--- src/sv/fwrv_pkg.sv ---
// ----------------------------------------------------------------------------
// fwrv_pkg
// Shared types, codes and the CRC-32 byte update for the firmware image
// receiver.
// ----------------------------------------------------------------------------
package fwrv_pkg;

    localparam int unsigned CHUNK_BYTES     = 2048;
    localparam int unsigned CHUNK_LOG2      = $clog2(CHUNK_BYTES);
    localparam int unsigned MAX_IMAGE_BYTES = 16777216;

    localparam int unsigned SIZE_W  = 25;
    localparam int unsigned ADDR_W  = 24;
    localparam int unsigned CRC_W   = 32;
    localparam int unsigned TOUT_W  = 16;
    localparam int unsigned APB_AW  = 4;

    localparam logic [CRC_W-1:0]  CRC_POLY    = 32'hEDB8_8320;
    localparam logic [CRC_W-1:0]  CRC_INIT    = 32'hFFFF_FFFF;
    localparam logic [TOUT_W-1:0] TOUT_RESET  = 16'd3000;
    localparam logic [SIZE_W-1:0] MAX_SIZE    = SIZE_W'(MAX_IMAGE_BYTES);

    localparam logic [1:0] OP_START = 2'd0;
    localparam logic [1:0] OP_BYTE  = 2'd1;
    localparam logic [1:0] OP_TICK  = 2'd2;

    localparam logic [2:0] EV_WRITE    = 3'd0;
    localparam logic [2:0] EV_ACK      = 3'd1;
    localparam logic [2:0] EV_DONE     = 3'd2;
    localparam logic [2:0] EV_MISMATCH = 3'd3;
    localparam logic [2:0] EV_TIMEOUT  = 3'd4;
    localparam logic [2:0] EV_BADSIZE  = 3'd5;

    localparam logic [1:0] REG_IMAGE_SIZE   = 2'd0;
    localparam logic [1:0] REG_EXPECTED_CRC = 2'd1;
    localparam logic [1:0] REG_TIMEOUT_MS   = 2'd2;

    localparam logic PH_IDLE = 1'b0;
    localparam logic PH_RECV = 1'b1;

    typedef struct packed {
        logic [2:0]        event_res;
        logic [ADDR_W-1:0] flash_address;
        logic [7:0]        write_byte;
        logic [SIZE_W-1:0] byte_count;
        logic [CRC_W-1:0]  crc_value;
        logic              last;
    } t_res;

    function automatic logic [CRC_W-1:0] crc_fold(input logic [CRC_W-1:0] crc,
                                                  input logic [7:0] data);
        logic [CRC_W-1:0] c;
        c = crc ^ {24'd0, data};
        for (int b = 0; b < 8; b++) begin
            c = (c >> 1) ^ (CRC_POLY & {CRC_W{c[0]}});
        end
        return c;
    endfunction

endpackage

--- src/sv/fwrv_in_if.sv ---
// ----------------------------------------------------------------------------
// fwrv_in_if
// Input word channel: opcode and received byte, valid/ready handshake.
// ----------------------------------------------------------------------------
interface fwrv_in_if;
    logic       valid;
    logic       ready;
    logic [1:0] opcode;
    logic [7:0] data_byte;

    modport source (output valid, output opcode, output data_byte, input ready);
    modport sink   (input valid, input opcode, input data_byte, output ready);
endinterface

--- src/sv/fwrv_out_if.sv ---
// ----------------------------------------------------------------------------
// fwrv_out_if
// Result word channel: event code and its fields, valid/ready handshake.
// ----------------------------------------------------------------------------
interface fwrv_out_if;
    logic        valid;
    logic        ready;
    logic [2:0]  event_res;
    logic [23:0] flash_address;
    logic [7:0]  write_byte;
    logic [24:0] byte_count;
    logic [31:0] crc_value;
    logic        last;

    modport source (output valid, output event_res, output flash_address,
                    output write_byte, output byte_count, output crc_value,
                    output last, input ready);
    modport sink   (input valid, input event_res, input flash_address,
                    input write_byte, input byte_count, input crc_value,
                    input last, output ready);
endinterface

--- src/sv/firmware_image_receive_verify_top.sv ---
// ----------------------------------------------------------------------------
// firmware_image_receive_verify_top
// Chunked image receiver: flash writes, chunk acks, CRC-32 check, timeout.
// ----------------------------------------------------------------------------
// The first result word of an input word is registered and appears in the
// cycle after the input word is accepted.
// One input word per cycle while each word gives at most one result and the
// output is taken; a word with more results holds input off until the three-entry result queue drains.
// Reset: synchronous, active low; idle phase, CRC all ones, timeout 3000.
// ----------------------------------------------------------------------------
module firmware_image_receive_verify_top
    import fwrv_pkg::*;
(
    input  logic              i_clk,
    input  logic              i_rst_n,
    fwrv_in_if.sink           i_in,
    fwrv_out_if.source        o_out,
    input  logic              psel,
    input  logic              penable,
    input  logic              pwrite,
    input  logic [APB_AW-1:0] paddr,
    input  logic [31:0]       pwdata,
    output logic [31:0]       prdata,
    output logic              pready
);

    logic [SIZE_W-1:0] r_image_size;
    logic [CRC_W-1:0]  r_expected_crc;
    logic [TOUT_W-1:0] r_timeout_ms;

    logic              r_phase, n_phase;
    logic [SIZE_W-1:0] r_total, n_total;
    logic [CRC_W-1:0]  r_crc, n_crc;
    logic [TOUT_W-1:0] r_idle, n_idle;

    t_res       r_slot [3];
    t_res       n_slot [3];
    logic [1:0] r_cnt, n_cnt;

    logic              in_take;
    logic              out_take;
    logic              cfg_wr;
    logic [1:0]        cfg_idx;
    logic [SIZE_W-1:0] inc_total;
    logic [CRC_W-1:0]  folded;
    logic              end_hit;
    logic              ack_hit;

    assign pready  = 1'b1;
    assign cfg_wr  = psel && penable && pwrite;
    assign cfg_idx = paddr[APB_AW-1:2];

    always_comb begin
        case (cfg_idx)
            REG_IMAGE_SIZE:   prdata = {7'd0, r_image_size};
            REG_EXPECTED_CRC: prdata = r_expected_crc;
            REG_TIMEOUT_MS:   prdata = {16'd0, r_timeout_ms};
            default:          prdata = 32'd0;
        endcase
    end

    always_ff @(posedge i_clk) begin
        if (!i_rst_n) begin
            r_image_size   <= '0;
            r_expected_crc <= '0;
            r_timeout_ms   <= TOUT_RESET;
        end else if (cfg_wr) begin
            case (cfg_idx)
                REG_IMAGE_SIZE:   r_image_size   <= pwdata[SIZE_W-1:0];
                REG_EXPECTED_CRC: r_expected_crc <= pwdata;
                REG_TIMEOUT_MS:   r_timeout_ms   <= pwdata[TOUT_W-1:0];
                default:          ;
            endcase
        end
    end

    assign out_take    = o_out.valid && o_out.ready;
    assign i_in.ready  = (r_cnt == 2'd0) || ((r_cnt == 2'd1) && out_take);
    assign in_take     = i_in.valid && i_in.ready;

    assign inc_total = r_total + SIZE_W'(1);
    assign folded    = crc_fold(r_crc, i_in.data_byte);
    assign end_hit   = (inc_total >= r_image_size) || (inc_total >= MAX_SIZE);
    assign ack_hit   = end_hit || (inc_total[CHUNK_LOG2-1:0] == '0);

    always_comb begin
        n_phase = r_phase;
        n_total = r_total;
        n_crc   = r_crc;
        n_idle  = r_idle;
        n_cnt   = 2'd0;
        for (int s = 0; s < 3; s++) begin
            n_slot[s] = '0;
        end
        case (i_in.opcode)
            OP_START: begin
                if ((r_image_size == '0) || (r_image_size > MAX_SIZE)) begin
                    n_phase             = PH_IDLE;
                    n_slot[0].event_res = EV_BADSIZE;
                    n_slot[0].last      = 1'b1;
                    n_cnt               = 2'd1;
                end else begin
                    n_phase = PH_RECV;
                    n_total = '0;
                    n_crc   = CRC_INIT;
                    n_idle  = '0;
                end
            end
            OP_BYTE: begin
                if (r_phase == PH_RECV) begin
                    n_slot[0].event_res     = EV_WRITE;
                    n_slot[0].flash_address = r_total[ADDR_W-1:0];
                    n_slot[0].write_byte    = i_in.data_byte;
                    n_slot[0].last          = !ack_hit;
                    n_cnt                   = 2'd1;
                    n_crc                   = folded;
                    n_total                 = inc_total;
                    n_idle                  = '0;
                    if (ack_hit) begin
                        n_slot[1].event_res  = EV_ACK;
                        n_slot[1].byte_count = inc_total;
                        n_slot[1].last       = !end_hit;
                        n_cnt                = 2'd2;
                    end
                    if (end_hit) begin
                        n_slot[2].event_res  = ((folded ^ CRC_INIT) == r_expected_crc)
                                               ? EV_DONE : EV_MISMATCH;
                        n_slot[2].byte_count = inc_total;
                        n_slot[2].crc_value  = folded ^ CRC_INIT;
                        n_slot[2].last       = 1'b1;
                        n_cnt                = 2'd3;
                        n_phase              = PH_IDLE;
                    end
                end
            end
            OP_TICK: begin
                if (r_phase == PH_RECV) begin
                    if (r_idle >= r_timeout_ms) begin
                        n_slot[0].event_res  = EV_TIMEOUT;
                        n_slot[0].byte_count = r_total;
                        n_slot[0].last       = 1'b1;
                        n_cnt                = 2'd1;
                        n_phase              = PH_IDLE;
                    end else begin
                        n_idle = r_idle + TOUT_W'(1);
                    end
                end
            end
            default: ;
        endcase
    end

    always_ff @(posedge i_clk) begin
        if (!i_rst_n) begin
            r_phase <= PH_IDLE;
            r_total <= '0;
            r_crc   <= CRC_INIT;
            r_idle  <= '0;
        end else if (in_take) begin
            r_phase <= n_phase;
            r_total <= n_total;
            r_crc   <= n_crc;
            r_idle  <= n_idle;
        end
    end

    always_ff @(posedge i_clk) begin
        if (!i_rst_n) begin
            r_cnt <= 2'd0;
        end else if (in_take) begin
            r_cnt <= n_cnt;
        end else if (out_take) begin
            r_cnt <= r_cnt - 2'd1;
        end
    end

    always_ff @(posedge i_clk) begin
        if (in_take) begin
            r_slot <= n_slot;
        end else if (out_take) begin
            r_slot[0] <= r_slot[1];
            r_slot[1] <= r_slot[2];
        end
    end

    assign o_out.valid         = (r_cnt != 2'd0);
    assign o_out.event_res     = r_slot[0].event_res;
    assign o_out.flash_address = r_slot[0].flash_address;
    assign o_out.write_byte    = r_slot[0].write_byte;
    assign o_out.byte_count    = r_slot[0].byte_count;
    assign o_out.crc_value     = r_slot[0].crc_value;
    assign o_out.last          = r_slot[0].last;

    a_cnt_range: assert property (@(posedge i_clk) disable iff (!i_rst_n)
        !(in_take && (r_cnt >= 2'd2)))
        else $error("input word accepted while result queue busy");

    a_last_tail: assert property (@(posedge i_clk) disable iff (!i_rst_n)
        (o_out.valid && r_cnt == 2'd1) |-> o_out.last)
        else $error("final queued result lacks last");

    a_end_idle: assert property (@(posedge i_clk) disable iff (!i_rst_n)
        (o_out.valid && (o_out.event_res == EV_DONE || o_out.event_res == EV_MISMATCH ||
         o_out.event_res == EV_TIMEOUT || o_out.event_res == EV_BADSIZE))
        |-> r_phase == PH_IDLE)
        else $error("transfer still open after a closing event");

    a_idle_byte: assert property (@(posedge i_clk) disable iff (!i_rst_n)
        (in_take && i_in.opcode == OP_BYTE && r_phase == PH_IDLE) |=> r_cnt == 2'd0)
        else $error("byte outside a transfer produced a result");

    a_total_cap: assert property (@(posedge i_clk) disable iff (!i_rst_n)
        r_total <= MAX_SIZE)
        else $error("byte total beyond maximum image size");

endmodule

--- src/flat_wrapper.sv ---
// flat-port wrapper written by rule: the top's interface ports become plain ports
module firmware_image_receive_verify_top_flat import fwrv_pkg::*;
  (i_clk, i_rst_n, psel, penable, pwrite, paddr, pwdata, prdata, pready, i_in_valid, i_in_opcode, i_in_data_byte, i_in_ready, o_out_valid, o_out_event_res, o_out_flash_address, o_out_write_byte, o_out_byte_count, o_out_crc_value, o_out_last, o_out_ready);
  fwrv_in_if i_in_i ();
  fwrv_out_if o_out_i ();
  input  logic i_clk;
  input  logic i_rst_n;
  input  logic psel;
  input  logic penable;
  input  logic pwrite;
  input  logic [APB_AW-1:0] paddr;
  input  logic [31:0] pwdata;
  output logic [31:0] prdata;
  output logic pready;
  input wire logic [$bits(i_in_i.valid)-1:0] i_in_valid;
  input wire logic [$bits(i_in_i.opcode)-1:0] i_in_opcode;
  input wire logic [$bits(i_in_i.data_byte)-1:0] i_in_data_byte;
  output wire logic [$bits(i_in_i.ready)-1:0] i_in_ready;
  output wire logic [$bits(o_out_i.valid)-1:0] o_out_valid;
  output wire logic [$bits(o_out_i.event_res)-1:0] o_out_event_res;
  output wire logic [$bits(o_out_i.flash_address)-1:0] o_out_flash_address;
  output wire logic [$bits(o_out_i.write_byte)-1:0] o_out_write_byte;
  output wire logic [$bits(o_out_i.byte_count)-1:0] o_out_byte_count;
  output wire logic [$bits(o_out_i.crc_value)-1:0] o_out_crc_value;
  output wire logic [$bits(o_out_i.last)-1:0] o_out_last;
  input wire logic [$bits(o_out_i.ready)-1:0] o_out_ready;
  assign i_in_i.valid = i_in_valid;
  assign i_in_i.opcode = i_in_opcode;
  assign i_in_i.data_byte = i_in_data_byte;
  assign i_in_ready = i_in_i.ready;
  assign o_out_valid = o_out_i.valid;
  assign o_out_event_res = o_out_i.event_res;
  assign o_out_flash_address = o_out_i.flash_address;
  assign o_out_write_byte = o_out_i.write_byte;
  assign o_out_byte_count = o_out_i.byte_count;
  assign o_out_crc_value = o_out_i.crc_value;
  assign o_out_last = o_out_i.last;
  assign o_out_i.ready = o_out_ready;
  firmware_image_receive_verify_top u_core (.i_clk(i_clk), .i_rst_n(i_rst_n), .i_in(i_in_i), .o_out(o_out_i), .psel(psel), .penable(penable), .pwrite(pwrite), .paddr(paddr), .pwdata(pwdata), .prdata(prdata), .pready(pready));
endmodule
--- config.mk ---
export PLATFORM = sky130hd
export DESIGN_NAME = firmware_image_receive_verify_top_flat
export DESIGN_NICKNAME = d
export VERILOG_FILES = /design/src/sv/fwrv_pkg.sv /design/src/sv/fwrv_in_if.sv /design/src/sv/fwrv_out_if.sv /design/src/sv/firmware_image_receive_verify_top.sv /design/src/flat_wrapper.sv
export SDC_FILE = /design/constraint.sdc
export NUM_CORES = 1
export LEC_CHECK = 0
export ABC_AREA = 1
export BUFFER_PORTS_ARGS = -buffer_cell sky130_fd_sc_hd__buf_2
export CORE_AREA = 2 2 194 196
export CTS_CLUSTER_SIZE = 25
export DETAILED_ROUTE_END_ITERATION = 10
export DIE_AREA = 0 0 196 198
export GPL_ROUTABILITY_DRIVEN = 0
export GPL_TIMING_DRIVEN = 0
export PLACE_DENSITY = 0.74
export SLEW_MARGIN = 25
export SYNTH_ARGS = -nofsm -noshare
export SYNTH_HDL_FRONTEND = slang
export SYNTH_SLANG_ARGS = --single-unit
export TNS_END_PERCENT = 1
--- constraint.sdc ---
create_clock -name i_clk -period 3.7 [get_ports i_clk]
set_input_delay 0.37 -clock i_clk [delete_from_list [all_inputs] [get_ports i_clk]]
set_output_delay 0.37 -clock i_clk [all_outputs]
set_load 0.005 [all_outputs]
==> results_dict.tcl, run 1 <==
set metrics [dict create \
    drv_slew 0 \
    synth_edf_count 149 \
    crit_buf_inv 4 \
    fin_util_pct 59.2 \
    power_density_nw_per_um2 587 \
    synth_ff_type "dfxtp_1" \
    crit_required_ns 3.99 \
    fin_area_um2 21900 \
    first_global_vias 15500 \
    ys_warn_count 0 \
    numCtsBuffers 38 \
    final_common_cell "nand2_1" \
    hold_buffers 0 \
    clkPwrFrac_pct 30.3 \
    clock-sinks 362 \
    p_switching_w 0.00416 \
    final_hold_viol_count 0 \
    cp_common_cell "nor2_4" \
    clkTransAtPathRegs_ns 0.07 \
    cts_max_level 2 \
    first_pass_iters 6 \
    die_area_um2 38800 \
    antenna_found_initial 1 \
    filler_cell_count 3196 \
    drt-initial-drc-count 1578 \
    portBuffers 177 \
    power_w 0.0128 \
    initial_core_util_pct 50.2 \
    combPwrFrac_pct 27.1 \
    pin_count 181 \
    intPower_w 0.00868 \
    clock_path_buffers 3 \
    min-delay-start "pwdata[1]" \
    drc_errors 0 \
    startpoint "u_core.r_total[1]" \
    yosysUniqueCellTypes 45 \
    cp_cell_sequence "ha_2 > nand2_2 > nor2_4 > nand2_2 > nor2_4 > nand2_4 > nor2_4 > nand3_4 > nor2_4 > xor2_4 > ha_4 > a21oi_2 > o21ai_0 > a21oi_1 > nand2_1 > nor2_4 > nand2_4 > inv_4 > nor2_4 > inv_4 > buf_12 > buf_12 > nor2_4" \
    setup_viol 0 \
    crit_type "reg2reg" \
    die_w_um 196 \
    num_vias 16700 \
    cts_tree "yes" \
    routedWlPerCell_um 17.6 \
    endpoint_kind "flop" \
    clk_latency_ns 0.56 \
    hold_class "in2reg" \
    synth_seq_cells 362 \
    p_sw_share_pct 32.4 \
    core-area_um2 37000 \
    grt_max_degree 62 \
    clock-root-buffer "clkbuf_16" \
    final_antenna_net_count 0 \
    cp_data_arrival_time_ns 3.87 \
    multi_input_area_um2 7890 \
    setup_slack_ns 0.111 \
    max_freq_mhz 279 \
    gr-total-overflow 0 \
    vias_per_cell 5.51 \
    peakVddDrop_mv 0.354 \
    cpMaxStageDelayCell "dfxtp_4" \
    maxSlewHeadroom_pct 47.4 \
    fin_crit_ns 3.59 \
    hpwl_mm 40.5 \
    area.growth.synth_to_final_pct 17.8 \
    status "finished, final reports clean" \
    drive_gt1_share_pct 18.4 \
    crit_family "simple AND/OR/NAND/NOR gates" \
    layout.nets 2628 \
    skew_ns 0.0198 \
    grt_usage_pct 26.8 \
    final_cell_mix "nand2_1 (547), inv_1 (271), dfxtp_1 (207)" \
    num_rows 71 \
    tightest_slew_ns 0.789 \
    synth_cells 2284 \
    seqCellArea_um2 8760 \
    slowest_delay_ns 0.36 \
    period_share_pct 97.0 \
    crit_path_start_kind "flop" \
    synth.cell_area_um2 18600 \
    syn_avg_cell_area_um2 8.13 \
    dp_worst_setup_slack_ns -0.511 \
    syn-num-nets 2387 \
    seq_power_share_pct 42.6 \
    grt_pass1_wl_mm 82.1 \
    setup_tns_ns 0 \
    drv_cap 0 \
    p_leak_nw 9.96 \
    crit_fanout 10 \
    placed_area_um2 20100 \
    die_h_um 198 \
    routed_wl_mm 53.3 \
    ys_seq_area_share_pct 47.1 \
    async_flop_share_pct 0 \
    r2r-start "u_core.r_total[1]" \
]
[synth_stat cells, types with 4 or more instances]
| library cell | count | area share [%] |
|---|---|---|
| buf_4 | 93 | 3.8 |
| nor2_4 | 43 | 2.6 |
| dfxtp_1 | 213 | 23 |
| edfxtp_1 | 149 | 24 |
| o21ai_0 | 151 | 4.1 |
| nand4_1 | 16 | 0.54 |
| nand3_1 | 102 | 2.7 |
| nand2_2 | 5 | 0.17 |
| xor2_1 | 41 | 1.9 |
| buf_1 | 7 | 0.14 |
| clkinv_1 | 4 | 0.081 |
| buf_2 | 12 | 0.32 |
| o21ai_1 | 19 | 0.51 |
| a211oi_1 | 15 | 0.61 |
| o221ai_1 | 16 | 0.75 |
| ha_1 | 50 | 3.4 |
| nor2_1 | 160 | 3.2 |
| o211ai_1 | 32 | 1.3 |
| a22oi_1 | 65 | 2.6 |
| clkbuf_1 | 73 | 1.5 |
| nand3b_1 | 8 | 0.32 |
| inv_1 | 272 | 5.5 |
| nor3_1 | 13 | 0.35 |
| a21oi_1 | 129 | 3.5 |
| o22ai_1 | 9 | 0.30 |
| xnor2_1 | 5 | 0.24 |
| nand2_1 | 554 | 11 |
[sequential cells by signal, indices dropped and copies added, names as in the netlist]
name and count:
u_core.r_cnt 2, u_core.r_timeout_ms 16, u_core.r_phase 1, u_core.r_expected_crc 32
u_core.o_out.byte_count 25, u_core.o_out.event_res 3, u_core.o_out.flash_address 24, u_core.r_slot 120
u_core.o_out.last 1, u_core.r_image_size 25, u_core.o_out.write_byte 8, u_core.o_out.crc_value 32
u_core.r_crc 32, u_core.r_idle 16, u_core.r_total 25
[per-layer routing]
layer  wire length [um]  vias to the layer above  share of wire [%]  global-route usage [%]
met4               2120                        0                4.0                    11.3
met2              23900                      903                 45                    42.4
met1              21900                     7725                 41                    35.7
met5                  0                        -                  0                       0
met3               5440                      145                 10                    5.88
li1                   -                     7921                  -                       -
[metrics by stage]
| stage | hold slack (ns) | instances |
|---|---|---|
| floorplan | 0.423 | 2284 |
| global placement | 0.432 | 2935 |
| detailed placement | 0.432 | 2938 |
| CTS | 0.0760 | 3014 |
| global route | 0.0859 | 3029 |
| finish | 0.0824 | 3029 |
[worst register-to-register path, delay by kind of cell, from the launching register on]
kind                     cells  cell delay (ns)
XOR/XNOR                     1             0.21
buffers and inverters        4             0.49
adder cells (fa/ha/maj)      2             0.41
AND/OR/NAND/NOR             13             1.51
flip-flops                   1             0.36
AO/OA/AOI/OAI                3             0.33
[path summary, 6_finish.rpt]
check | end | slack, ns | depth (start not counted)
worst max register to register | u_core.r_slot[1] | 0.11 | 23
worst min-delay path | u_core.r_expected_crc[1] | 0.08 | 3
worst min register to register | u_core.r_slot[112] | 0.44 | 2
worst max-delay path | u_core.r_slot[1] | 0.11 | 23
[cell type report]
class                      instances  share of cell area [%]
timing repair buffer             201                    5.25
sequential                       362                    40.0
inverter                         279                    4.82
buffer                           190                    5.37
antenna                            1                  0.0114
clock inverter                    22                   0.978
multi-input combinational       1453                    36.1
clock buffer                      47                    4.78
tap                              474                    2.71
[power by group through the flow]
stage	Clock [W]	Sequential [W]	Combinational (W)
floorplan	0	0.00547	0.00222
global placement	0	0.00560	0.00316
detailed placement	0	0.00555	0.00332
CTS	0.00392	0.00547	0.00338
global route	0.00408	0.00556	0.00383
finish	0.00389	0.00547	0.00348
[logic make-up (layout without fill, tap and decap cells)]
group / count (synthesis) / count (layout) / share of synthesized area [%]
flops: 362 / 362 / 47.1
other cells: 1 / 2 / 0.0202
simple gates: 913 / 913 / 21.6
buf+inv: 469 / 739 / 11.8
xor+xnor: 46 / 46 / 2.17
fa+ha+maj: 50 / 50 / 3.37
compound gates: 443 / 443 / 13.9
[timing repair]
| action | in CTS | in global routing |
|---|---|---|
| hold endpoints to repair | 0 | 0 |
| endpoints found under the setup margin | 84 | 82 |
| pin swaps | 3 | 13 |
| setup buffers | 6 | 13 |
| resized for setup | 33 | 36 |
| cloned | 1 | 1 |
(Power assumes the default switching activity.)
==> inputs of run 2 (changes only) <==
- CORE_AREA: 2 2 194 196 -> 2 2 185 206
- DIE_AREA: 0 0 196 198 -> 0 0 187 208
- PLACE_DENSITY: 0.74 -> 0.73
==> run 2 against run 1 <==
  * Sequential power hardly changed
  * Wire length is 0.89% lower
  * Hold slack better by 0.028 ns
  * Utilization is 0.55 points higher
  * Clock power is 2% higher
  * Sequential share of layout area is 0.16 points lower
  * Maximum frequency is 1.6% lower
  * Via count is 0.71% lower
  * Clock-buffer cell count is 9 higher
  * Register-to-register slack worse by 0.06 ns
  * Combinational power hardly changed
==> results_dict.tcl, run 2 (synthesis gave the netlist of run 1 again) <==
set metrics [dict create \
    status "finished, final reports clean" \
    first_pass_iters 8 \
    crit_type "reg2reg" \
    drv_cap 0 \
    final_hold_viol_count 0 \
    die_w_um 187 \
    layout.nets 2632 \
    core-area_um2 36800 \
    power_density_nw_per_um2 588 \
    num_rows 74 \
    clock-sinks 362 \
    rr_endpoint "u_core.r_slot[12]" \
    antenna_cells 0 \
    peakVddDrop_mv 0.372 \
    vias_per_cell 5.43 \
    endpoint_kind "flop" \
    min_to "u_core.r_expected_crc[26]" \
    hold_ws_ns 0.110 \
    initial_core_util_pct 50.5 \
    hold_buffers 0 \
    max_freq_mhz 274 \
    r2r_slack_ns 0.05 \
    drv_slew 0 \
    finalNonFillerCells 3051 \
    crit_fanout 10 \
    gr-total-overflow 0 \
    drt-initial-drc-count 1884 \
    die_h_um 208 \
    dp_cells 2959 \
    first_global_vias 15300 \
    antenna_found_initial 0 \
    portBuffers 177 \
    skew_ns 0.0184 \
    cp_data_arrival_time_ns 3.93 \
    rr_worst_depth 23 \
    die_area_um2 38900 \
    clock-root-buffer "clkbuf_16" \
    setup_slack_ns 0.0521 \
    routedWlPerCell_um 17.3 \
    cts_max_level 2 \
    drive_gt1_share_pct 18.7 \
    period_share_pct 98.6 \
    grt_usage_pct 26.1 \
    hold_depth 3 \
    final_common_cell "nand2_1" \
    clkTransAtPathRegs_ns 0.06 \
    largest_reg_flops 120 \
    clk_latency_ns 0.54 \
    placed_area_um2 20200 \
    min-delay-start "pwdata[26]" \
    fin_util_pct 59.7 \
    clock_path_buffers 3 \
    final_cell_mix "nand2_1 (545), inv_1 (269), dfxtp_1 (206)" \
    dp_worst_setup_slack_ns -0.487 \
    pin_count 181 \
    cts_tree "yes" \
    grt_pass1_wl_mm 81.3 \
    setup_viol 0 \
    fin_crit_ns 3.65 \
    num_vias 16600 \
    tightest_slew_ns 0.735 \
    area.growth.synth_to_final_pct 18.3 \
    crit_required_ns 3.98 \
    numCtsBuffers 38 \
    hold_class "in2reg" \
    largest_register "u_core.r_slot" \
    final_antenna_net_count 0 \
    p_leak_nw 10.0 \
    hpwl_mm 40.0 \
    fin_area_um2 22000 \
    crit_path_start_kind "flop" \
    maxSlewHeadroom_pct 51.0 \
    routed_wl_mm 52.8 \
    grt_max_degree 56 \
    drc_errors 0 \
    r2r-start "u_core.r_total[0]" \
]
run 2: cell types whose count changed in the layout (fill, tap and decap cells not counted), moves of 2 or more:
cell	before	now
clkinv_2	11	6
inv_1	271	269
dfxtp_2	2	4
clkbuf_8	4	10
buf_6	2	0
clkinv_1	7	5
clkbuf_1	75	77
nand2_1	547	545
buf_4	112	118
run 2: through the flow:
step	setup TNS [ns]	power (W)
global placement	-192.03	0.00875
global route	-4.49	0.0135
detailed placement	-32.97	0.00888
finish	0	0.0129
floorplan	0	0.00769
CTS	0	0.0128
run 2: how the worst max path moves through the flow:
stage / slack, ns / start / to
2_1_floorplan: 0.06 / u_core.r_cnt[0] / u_core.o_out.byte_count[17]
3_3_place_gp: -1.55 / u_core.r_cnt[0] / u_core.o_out.byte_count[18]
3_5_place_dp: -0.49 / u_core.r_total[1] / u_core.r_slot[140]
4_1_cts: 0.01 / u_core.r_total[1] / u_core.r_slot[52]
5_1_grt: -0.11 / u_core.r_total[5] / u_core.r_slot[140]
6_report: 0.05 / u_core.r_total[0] / u_core.r_slot[12]
run 2: timing repair:
action	CTS	global route
setup buffers	2	21
gates cloned	1	1
pin swaps	2	22
resized for setup	30	40
endpoints found under the setup margin	84	82
run 2: power breakdown:
| group | leakage [nW] | internal, W | switching [W] | total, W |
|---|---|---|---|---|
| Combinational | 6.13 | 0.00133 | 0.00216 | 0.00349 |
| Sequential | 3.23 | 0.00513 | 0.000347 | 0.00547 |
| Clock | 0.648 | 0.00239 | 0.00158 | 0.00396 |
| Total | 10.0 | 0.00884 | 0.00408 | 0.0129 |
run 2: layout make-up:
cell class	instances	area, um2
well taps	494	618
clock buffers	56	1160
multi-input cells	1453	7890
inverters	279	1060
fillers	3182	14800
clock inverters	12	141
plain buffers	190	1170
repair buffers	205	1170
flip-flops and latches	362	8750
run 2: per-layer routing:
layer  share of wire, %  routed length, um  vias up  track usage, %
met5                  0                  0        -               0
met4                3.1               1620        0            8.78
met3                9.9               5230      132            3.80
met2                 45              23800      910            41.9
met1                 42              22200     7594            36.2
li1                   -                  -     7940               -
run 2: critical path, cell delays in order, from the launching register on:
cell and delay (ns):
dfxtp_2 0.37, ha_4 0.16, nand2_4 0.07, nor2_4 0.14
nand2_4 0.08, nor2_4 0.17, nand2_4 0.10, nor2_4 0.17
nand3_4 0.12, nor2_4 0.19, xor2_4 0.25, ha_4 0.25
a21oi_1 0.13, o21ai_0 0.09, a21oi_1 0.14, nand2_1 0.08
nor2_2 0.13, nand2_2 0.10, inv_4 0.09, nor2_4 0.05
inv_4 0.08, buf_12 0.17, buf_12 0.19, nor2_4 0.04
==> inputs of run 3 (changes only) <==
- CORE_AREA: 2 2 185 206 -> 2 2 263 291
- DIE_AREA: 0 0 187 208 -> 0 0 265 293
- PLACE_DENSITY: 0.73 -> default
- SLEW_MARGIN: 25 -> 10
==> run 3 against run 2 <==
  * Combinational power increased by 1%
  * Via count decreased by 1.9%
  * Critical endpoint is now u_core.r_slot[1]
  * Global-route usage decreased by 10 points
  * Worst setup slack improved by 0.095 ns
  * Critical path type unchanged
  * Hold slack got worse by 0.015 ns
  * Cell area increased by 2.6%
  * Power increased by 2.2%
  * Sequential power about the same
  * Die area increased by 100%
  * Wire length increased by 19%
  * Clock-buffer cell count decreased by 4
==> results_dict.tcl, run 3 (synthesis gave the netlist of run 1 again) <==
set metrics [dict create \
    crit_type "reg2reg" \
    clock-root-buffer "clkbuf_16" \
    multi_input_area_um2 7850 \
    intPower_w 0.00895 \
    gr-total-overflow 0 \
    clock-sinks 362 \
    first_global_vias 15200 \
    num_rows 105 \
    hold_class "in2reg" \
    fin_crit_ns 3.55 \
    grt_use_met2_pct 24.6 \
    max_freq_mhz 281 \
    seqCellArea_um2 8750 \
    clock_path_buffers 3 \
    endpoint_kind "flop" \
    routedWlPerCell_um 17.9 \
    drv_cap 0 \
    clk_latency_ns 0.55 \
    portBuffers 177 \
    largest_reg_flops 120 \
    p_sw_share_pct 32.2 \
    drive_gt1_share_pct 18.1 \
    power_density_nw_per_um2 586 \
    status "finished, final reports clean" \
    clkPwrFrac_pct 31.6 \
    peakVddDrop_mv 0.311 \
    initial_core_util_pct 25.0 \
    setup_slack_ns 0.147 \
    die_area_um2 77600 \
    dp_worst_setup_slack_ns -0.559 \
    tightest_slew_ns 0.831 \
    layout.nets 2623 \
    hpwl_mm 49.0 \
    area.growth.synth_to_final_pct 21.3 \
    final_antenna_net_count 0 \
    cpMaxStageDelayCell "dfxtp_4" \
    cts_max_level 2 \
    grt_max_degree 69 \
    cts_tree "yes" \
    cp_common_cell "nor2_4" \
    maxSlewHeadroom_pct 44.6 \
    p_leak_nw 10.0 \
    filler_cell_count 7942 \
    p_switching_w 0.00425 \
    final_hold_viol_count 0 \
    cp_data_arrival_time_ns 3.83 \
    final_cell_mix "nand2_1 (548), inv_1 (269), dfxtp_1 (207)" \
    drv_slew 0 \
    seq_power_share_pct 41.6 \
    combPwrFrac_pct 26.8 \
    final_common_cell "nand2_1" \
    setup_viol 0 \
    crit_path_start_kind "flop" \
    antenna_found_initial 24 \
    cp_cell_sequence "ha_4 > nand2_4 > nor2_4 > nand2_4 > nor2_4 > nand2_4 > nor2_4 > nand3_4 > nor2_4 > xor2_2 > ha_1 > a21oi_2 > o21ai_1 > a21oi_2 > nand2_2 > nor2_4 > nand2_2 > inv_2 > nor2_4 > inv_4 > buf_12 > buf_12 > nor2_4" \
    pin_count 181 \
    grt_usage_pct 15.7 \
    crit_required_ns 3.98 \
    die_w_um 265 \
    core-area_um2 74400 \
    globalRoute.busiestLayer "met2" \
    largest_register "u_core.r_slot" \
    grt_pass1_wl_mm 92.1 \
    drc_errors 0 \
    numCtsBuffers 37 \
    skew_ns 0.0201 \
    drt-initial-drc-count 1360 \
    die_h_um 293 \
    clkTransAtPathRegs_ns 0.06 \
    use_met3_pct 4.69 \
    first_pass_iters 7 \
    period_share_pct 96.0 \
    placed_area_um2 20700 \
    fin_area_um2 22500 \
    vias_per_cell 4.62 \
    r2r_slack_ns 0.15 \
    routed_wl_mm 63.1 \
    crit_fanout 5 \
    num_vias 16300 \
    use_met1_pct 19.2 \
    slowest_delay_ns 0.39 \
]
==> run 3: cell types whose count changed in the layout (fill, tap and decap cells not counted), sizes merged <==
cell / previous run / this run
diode: 0 / 5
bufinv: 3 / 7
buf: 321 / 312
clkbuf: 130 / 127
==> run 3: cell type report <==
cell class / count / share of cell area [%]
flip-flops and latches: 362 / 38.9
multi-input cells: 1453 / 34.8
well taps: 963 / 5.35
plain buffers: 190 / 5.29
repair buffers: 197 / 4.99
clock buffers: 52 / 4.81
inverters: 279 / 4.67
clock inverters: 16 / 1.14
diodes: 5 / 0.0555
==> run 3: stage by stage <==
step	util [%]	hold WS (ns)	setup TNS [ns]	total power (W)	instances
3_5_place_dp	27.9	0.434	-31.61	0.00904	3426
6_report	30.3	0.0950	0	0.0132	3517
3_3_place_gp	27.8	0.425	-293.69	0.00901	3424
4_1_cts	29.9	0.0662	0	0.0132	3500
5_1_grt	30.3	0.102	-0.124	0.0138	3512
2_1_floorplan	-	0.423	0	0.00769	2284
==> run 3: timing repair <==
item	CTS	global route
hold buffers	0	0
setup buffers	5	10
cloned	1	2
pin swaps	6	15
setup endpoints to repair	82	102
gates resized for setup	28	46
==> run 3: critical path, delay by kind of cell, from the launching register on <==
| kind | cells | cell delay [ns] |
|---|---|---|
| xor+xnor | 1 | 0.23 |
| flops | 1 | 0.39 |
| buf+inv | 4 | 0.53 |
| simple gates | 13 | 1.37 |
| compound gates | 3 | 0.33 |
| fa+ha+maj | 2 | 0.45 |
==> run 3: power by group through the flow <==
stage / combinational, W / sequential (W) / clock, W
after floorplan: 0.00222 / 0.00547 / 0
after global placement: 0.00336 / 0.00565 / 0
after detailed placement: 0.00345 / 0.00559 / 0
after CTS: 0.00349 / 0.00551 / 0.00424
after global routing: 0.00390 / 0.00559 / 0.00435
final: 0.00354 / 0.00549 / 0.00417
==> run 3: layer usage <==
metal  up-vias  wire length (um)
met5         -               126
met4        22              3520
met3       177              5920
met2       573             27700
met1      7573             25800
li1       7912                 -
==> run 3: final timing paths <==
path	start	endpoint	depth (start not counted)
setup reg to reg	u_core.r_total[1]	u_core.r_slot[1]	23
hold / removal	pwdata[8]	u_core.r_timeout_ms[8]	3
setup / recovery	u_core.r_total[1]	u_core.r_slot[1]	23
hold reg to reg	u_core.r_slot[5]	u_core.r_slot[98]	2
